==> src/ttc_pkg.sv <==
// Shared constants, codes and types of the tile texture cache.
package ttc_pkg;

    localparam int TABLE_CAPACITY = 256;
    localparam int IDX_W          = $clog2(TABLE_CAPACITY);
    localparam int CNT_W          = $clog2(TABLE_CAPACITY + 1);
    localparam int POOL_DEPTH     = 32;
    localparam int POOL_IDX_W     = $clog2(POOL_DEPTH);
    localparam int POOL_CNT_W     = $clog2(POOL_DEPTH + 1);
    localparam int HANDLE_BITS    = 16;
    localparam int KEY_W          = 61;
    localparam int WORD_W         = 64;
    localparam int FRAME_W        = 32;
    localparam int RES_W          = 12;
    localparam int SQ_W           = 23;
    localparam int PROD_W         = 30;
    localparam int LIM_W          = 8;
    localparam int EVICT_W        = 9;
    localparam int CMD_W          = 4;
    localparam int CFG_IDX_W      = 2;

    localparam logic [RES_W-1:0]  RES_MIN        = RES_W'(128);
    localparam logic [RES_W-1:0]  RES_MAX        = RES_W'(2048);
    localparam logic [RES_W-1:0]  RES_RESET      = RES_W'(1024);
    localparam logic [LIM_W-1:0]  LIMIT_MIN      = LIM_W'(24);
    localparam logic [LIM_W-1:0]  LIMIT_MAX      = LIM_W'(160);
    localparam logic [PROD_W-1:0] BUDGET_QUARTER = PROD_W'(96 * 1024 * 1024 / 4);

    localparam logic [CMD_W-1:0] CMD_ACQUIRE     = 4'd0;
    localparam logic [CMD_W-1:0] CMD_FIND_BAKED  = 4'd1;
    localparam logic [CMD_W-1:0] CMD_MARK_BAKED  = 4'd2;
    localparam logic [CMD_W-1:0] CMD_MARK_SEEDED = 4'd3;
    localparam logic [CMD_W-1:0] CMD_QUERY       = 4'd4;
    localparam logic [CMD_W-1:0] CMD_BEGIN_FRAME = 4'd5;
    localparam logic [CMD_W-1:0] CMD_END_FRAME   = 4'd6;
    localparam logic [CMD_W-1:0] CMD_SET_SIG     = 4'd7;
    localparam logic [CMD_W-1:0] CMD_FLUSH       = 4'd8;

    localparam logic [CFG_IDX_W-1:0] CFG_RESOLUTION = 2'd0;
    localparam logic [CFG_IDX_W-1:0] CFG_BUDGET_EN  = 2'd1;

    typedef enum logic [1:0] {
        WALK_LOOKUP,
        WALK_EVICT,
        WALK_FRAME,
        WALK_SIGN
    } walk_mode_t;

    typedef struct packed {
        logic [KEY_W-1:0]       key;
        logic [HANDLE_BITS-1:0] handle;
        logic [WORD_W-1:0]      fingerprint;
        logic [WORD_W-1:0]      layer_mask;
        logic                   baked;
        logic                   seeded;
        logic                   stale;
        logic                   used;
        logic [FRAME_W-1:0]     last_frame;
    } entry_t;

    typedef struct packed {
        logic [HANDLE_BITS-1:0] handle;
        logic                   needs_bake;
        logic                   has_content;
        logic                   found;
        logic                   is_baked;
        logic                   is_stale;
        logic [WORD_W-1:0]      layer_mask;
        logic [EVICT_W-1:0]     evicted;
        logic                   table_full;
    } result_t;

    typedef struct packed {
        logic             capture;
        logic             walk_rd;
        logic [IDX_W-1:0] walk_idx;
        walk_mode_t       walk_mode;
        logic             apply;
        logic             create;
        logic             full_mark;
        logic             evict;
        logic             frame_inc;
        logic             sig_store;
        logic             flush;
        logic             lim_sq;
        logic             lim_init;
        logic             lim_step;
        logic             publish;
    } ctl_t;

    typedef struct packed {
        logic hit;
        logic free_found;
        logic best_found;
        logic over_limit;
        logic lim_done;
        logic sig_diff;
    } stat_t;

endpackage

==> src/ttc_ctrl.sv <==
// Command sequencer of the tile texture cache.
module ttc_ctrl (
    input  logic                        clk,
    input  logic                        rst_n,
    input  logic                        in_valid,
    output logic                        in_ready,
    input  logic [ttc_pkg::CMD_W-1:0]   cmd,
    output logic                        out_valid,
    input  logic                        out_ready,
    output ttc_pkg::ctl_t               ctl,
    input  ttc_pkg::stat_t              st
);

    typedef enum logic [3:0] {
        S_IDLE,
        S_SIG_CHK,
        S_WALK,
        S_WALK_END,
        S_POST,
        S_APPLY,
        S_LIM_INIT,
        S_LIM_STEP,
        S_EV_CHK,
        S_DONE
    } state_t;

    state_t                        state_reg, state_next;
    ttc_pkg::walk_mode_t           mode_reg, mode_next;
    logic [ttc_pkg::CMD_W-1:0]     cmd_reg, cmd_next;
    logic [ttc_pkg::IDX_W-1:0]     idx_reg, idx_next;
    logic                          out_valid_reg, out_valid_next;

    always_comb
    begin
        state_next     = state_reg;
        mode_next      = mode_reg;
        cmd_next       = cmd_reg;
        idx_next       = idx_reg;
        out_valid_next = out_valid_reg && !out_ready;
        ctl            = '0;
        ctl.walk_idx   = idx_reg;
        ctl.walk_mode  = mode_reg;
        case (state_reg)
            S_IDLE:
            begin
                if (in_valid)
                begin
                    ctl.capture = 1'b1;
                    cmd_next    = cmd;
                    idx_next    = '0;
                    if (cmd inside {[ttc_pkg::CMD_ACQUIRE:ttc_pkg::CMD_QUERY]})
                    begin
                        mode_next  = ttc_pkg::WALK_LOOKUP;
                        state_next = S_WALK;
                    end
                    else if (cmd == ttc_pkg::CMD_BEGIN_FRAME)
                    begin
                        ctl.frame_inc = 1'b1;
                        mode_next     = ttc_pkg::WALK_FRAME;
                        state_next    = S_WALK;
                    end
                    else if (cmd == ttc_pkg::CMD_END_FRAME)
                    begin
                        ctl.lim_sq = 1'b1;
                        state_next = S_LIM_INIT;
                    end
                    else if (cmd == ttc_pkg::CMD_SET_SIG)
                    begin
                        state_next = S_SIG_CHK;
                    end
                    else if (cmd == ttc_pkg::CMD_FLUSH)
                    begin
                        ctl.flush  = 1'b1;
                        state_next = S_DONE;
                    end
                    else
                    begin
                        state_next = S_DONE;
                    end
                end
            end
            S_SIG_CHK:
            begin
                if (st.sig_diff)
                begin
                    ctl.sig_store = 1'b1;
                    mode_next     = ttc_pkg::WALK_SIGN;
                    idx_next      = '0;
                    state_next    = S_WALK;
                end
                else
                begin
                    state_next = S_DONE;
                end
            end
            S_WALK:
            begin
                ctl.walk_rd = 1'b1;
                idx_next    = idx_reg + 1'b1;
                if (idx_reg == ttc_pkg::IDX_W'(ttc_pkg::TABLE_CAPACITY - 1))
                begin
                    state_next = S_WALK_END;
                end
            end
            S_WALK_END:
            begin
                state_next = S_POST;
            end
            S_POST:
            begin
                case (mode_reg)
                    ttc_pkg::WALK_LOOKUP:
                    begin
                        if (st.hit)
                        begin
                            state_next = S_APPLY;
                        end
                        else if (cmd_reg == ttc_pkg::CMD_ACQUIRE)
                        begin
                            if (st.free_found)
                            begin
                                ctl.create = 1'b1;
                            end
                            else
                            begin
                                ctl.full_mark = 1'b1;
                            end
                            state_next = S_DONE;
                        end
                        else
                        begin
                            state_next = S_DONE;
                        end
                    end
                    ttc_pkg::WALK_EVICT:
                    begin
                        if (st.best_found)
                        begin
                            ctl.evict  = 1'b1;
                            state_next = S_EV_CHK;
                        end
                        else
                        begin
                            state_next = S_DONE;
                        end
                    end
                    default:
                    begin
                        state_next = S_DONE;
                    end
                endcase
            end
            S_APPLY:
            begin
                ctl.apply  = 1'b1;
                state_next = S_DONE;
            end
            S_LIM_INIT:
            begin
                ctl.lim_init = 1'b1;
                state_next   = S_LIM_STEP;
            end
            S_LIM_STEP:
            begin
                if (st.lim_done)
                begin
                    state_next = S_EV_CHK;
                end
                else
                begin
                    ctl.lim_step = 1'b1;
                end
            end
            S_EV_CHK:
            begin
                if (st.over_limit)
                begin
                    mode_next  = ttc_pkg::WALK_EVICT;
                    idx_next   = '0;
                    state_next = S_WALK;
                end
                else
                begin
                    state_next = S_DONE;
                end
            end
            S_DONE:
            begin
                if (!out_valid_reg || out_ready)
                begin
                    ctl.publish    = 1'b1;
                    out_valid_next = 1'b1;
                    state_next     = S_IDLE;
                end
            end
            default:
            begin
                state_next = S_IDLE;
            end
        endcase
    end

    always_ff @(posedge clk or negedge rst_n)
    begin
        if (!rst_n)
        begin
            state_reg     <= S_IDLE;
            mode_reg      <= ttc_pkg::WALK_LOOKUP;
            cmd_reg       <= '0;
            idx_reg       <= '0;
            out_valid_reg <= 1'b0;
        end
        else
        begin
            state_reg     <= state_next;
            mode_reg      <= mode_next;
            cmd_reg       <= cmd_next;
            idx_reg       <= idx_next;
            out_valid_reg <= out_valid_next;
        end
    end

    assign in_ready  = (state_reg == S_IDLE);
    assign out_valid = out_valid_reg;

endmodule

==> config.mk <==
export PLATFORM = sky130hd
export DESIGN_NAME = ttc_ctrl
export DESIGN_NICKNAME = d
export VERILOG_FILES = /design/src/ttc_pkg.sv /design/src/ttc_ctrl.sv
export SDC_FILE = /design/constraint.sdc
export NUM_CORES = 1
export LEC_CHECK = 0
export BUFFER_PORTS_ARGS = -buffer_cell sky130_fd_sc_hd__buf_2
export CORE_MARGIN = 4
export CORE_UTILIZATION = 50
export CTS_CLUSTER_SIZE = 30
export DETAILED_ROUTE_END_ITERATION = 10
export PLACE_DENSITY = 0.78
export SLEW_MARGIN = 25
export SYNTH_ARGS = -nofsm -noshare
export SYNTH_HDL_FRONTEND = slang
export SYNTH_SLANG_ARGS = --single-unit
export TNS_END_PERCENT = 30
==> constraint.sdc <==
create_clock -name clk -period 2.18 [get_ports clk]
set_input_delay 0.327 -clock clk [delete_from_list [all_inputs] [get_ports clk]]
set_output_delay 0.327 -clock clk [all_outputs]
set_load 0.02 [all_outputs]
==> flow_metrics.tcl <==
set metrics [dict create \
    syn_avg_cell_area_um2 8.776 \
    netlist_instances 145 \
    largest_reg_flops 8 \
    die_w_um 58.45 \
    n_fill_cell 197 \
    seq_area_frac_synth_pct 37.36 \
    grt_first_pass_wirelength_um 5250 \
    syn_area_mm2 0.001272 \
    grt_use_total_pct 19.49 \
    synth-edff-count 0 \
    cp.arrival_ns 1.81 \
    dominantRegCellSynth "dfrtp_1" \
    fin_util_pct 64.93 \
    combinationalPowerShare_pct 53.4 \
    antenna_found_initial 0 \
    seq_power_share_pct 36.7 \
    worst_slew_pin_slew_ns 0.4738 \
    ant_nets 0 \
    gr-total-overflow 0 \
    regArea_um2 483.0 \
    ios 39 \
    internal_power_mw 0.9723 \
    ys_seq_elements 19 \
    yosys_warnings 0 \
    finalSetupViolCount 0 \
    clk_latency_ns 0.30 \
    grt_max_degree 22 \
    critPathMaxFanout 14 \
    p_leak_nw 0.7682 \
    crit_path_end_kind "primary output" \
    p_clk_share_pct 9.9 \
    layout.nets 199 \
    powerDensity_mw_per_mm2 1186 \
    via_per_inst 6.131 \
    clock-root-buffer "clkbuf_4" \
    slew_violations 0 \
    dpl.hpwl_um 2335 \
    synth_top_area_cell "dfrtp_1" \
    layout-drive-gt1-share_pct 32.24 \
    relSlewSlack_pct 67.98 \
    hp-class "in2reg" \
    cts_buffers 3 \
    swShare_pct 48.57 \
    cts_tree "yes" \
    core_mm2 0.002455 \
    wl_per_cell_um 15.68 \
    ir_drop_mv 0.8172 \
    drt-pass1-iter-count 4 \
    die_y_um 58.45 \
    gp_congestion 0.8689 \
    layout_commonest_cell "buf_2" \
    die_area_mm2 0.003416 \
    synth_cell_types 51 \
    syn_nets 160 \
    path_class "reg2out" \
    clockBufferDepth 2 \
    grt_pass1_vias 1180 \
    hold_viol_final 0 \
    startpoint_type "flop" \
    dr_total_vias 1306 \
    rows 18 \
    design_area_mm2 0.001594 \
    drc 0 \
    port_buffers 38 \
    p_sw_mw 0.9182 \
    max_cap_violations 0 \
    cp.required_ns 1.85 \
    synth_top_cell_area_share_pct 37.36 \
    period_needed_ns 2.132 \
    timing.hold.ws_ns 0.2302 \
    ys_async_sr_fraction_pct 100.0 \
    power_mw 1.890 \
    drt-initial-drc-count 83 \
    start_util_pct 51.83 \
    antenna_cells 0 \
    clk_pin_slew_ns 0.12 \
    skew_ns 0.003421 \
    fmax_mhz 469.0 \
    finalCritPeriodShare_pct 97.81 \
    rsz0062_at_grt "true" \
    yosys-top-cells-area "dfrtp_1 37%, nand2_1 4.1%, nor2_1 2.9%" \
    area_growth_pct 25.27 \
    timing.setup.tns_ns 0 \
    cts_max_level 1 \
    place_area_mm2 0.001495 \
    multi_input_area_um2 803.3 \
    status "complete, no violations" \
    cts_sinks 19 \
    final_cell_mix "36 x buf_2, 15 x dfrtp_1, 13 x nand2_1" \
    drt-total-wl_um 3339 \
]
logic make-up after synthesis:
kind of cell,share of synthesized area [%]
mux,3.540
buf+inv,4.424
xor+xnor,1.377
compound gates,20.55
simple gates,30.97
flops,37.37
fa+ha+maj,1.770
power by group through the flow:
stage          registers [mW]  clock network (mW)  logic (mW)
3_5_place_dp            0.670                   0       0.927
3_3_place_gp            0.659                   0       0.910
2_1_floorplan           0.603                   0       0.749
6_report                0.694               0.187        1.01
5_1_grt                 0.717               0.207        1.11
4_1_cts                 0.672               0.189       0.962
cell usage after synthesis (2+ instances only):
cell,instances
o22a_1,3
nor4bb_1,2
nand2b_1,4
and3_1,3
nand2_1,14
clkbuf_1,2
a211o_1,3
a22o_1,3
dfrtp_1,19
nand3_1,5
mux2_1,3
nor4_1,5
buf_2,3
nor2_1,10
or3_1,3
inv_1,5
o2111ai_1,2
o21bai_1,2
a31oi_1,2
nand3b_1,2
a22oi_1,2
o22ai_1,2
o21ai_0,4
nor3b_1,5
nor3_1,7
o21ai_1,5
cell type report:
| class | instances | area share (%) |
|---|---|---|
| Multi-Input combinational cell | 113 | 50.39 |
| Sequential cell | 19 | 30.30 |
| Timing Repair Buffer | 41 | 13.81 |
| Tap cell | 30 | 2.355 |
| Clock buffer | 3 | 1.413 |
| Inverter | 6 | 1.413 |
| Clock inverter | 1 | 0.3140 |
worst max-delay path, stage by stage (launching register included):
cell and delay, ns:
dfrtp_2 0.53, nor4_4 0.40, nand2_4 0.15, nor4b_2 0.23, buf_4 0.18
through the flow:
| stage | cells | setup slack, ns |
|---|---|---|
| finish | 213 | 0.04769 |
| global route | 213 | -0.008321 |
| CTS | 213 | -0.01900 |
| detailed placement | 207 | 0.1352 |
| global placement | 207 | 0.2345 |
| floorplan | 145 | 0.1545 |
what timing repair did:
action,4_1_cts,5_1_grt
pin swaps,1,3
endpoints found under the hold margin,19,0
hold buffers,1,0
setup buffers,1,0
endpoints found under the setup margin,5,5
gates cloned,0,0
gates resized for setup,6,9
routing by layer:
layer,track usage [%],routed length [um]
met5,0,0
met4,9.272,42
met3,2.632,218
met2,32.22,1679
met1,25.00,1399
path summary, 6_finish.rpt:
check | start | to | slack [ns] | cells after the start
setup / recovery | state_reg[1] | ctl[4] | 0.05 | 4
setup reg to reg | state_reg[0] | idx_reg[2] | 0.29 | 5
min in group asynchronous | rst_n | idx_reg[7] | 0.48 | 2
max in group asynchronous | rst_n | state_reg[3] | 1.35 | 2
hold reg to reg | cmd_reg[0] | cmd_reg[0] | 0.51 | 1
hold / removal | st[1] | state_reg[2] | 0.23 | 2
Power figures use the tool's default switching activity.
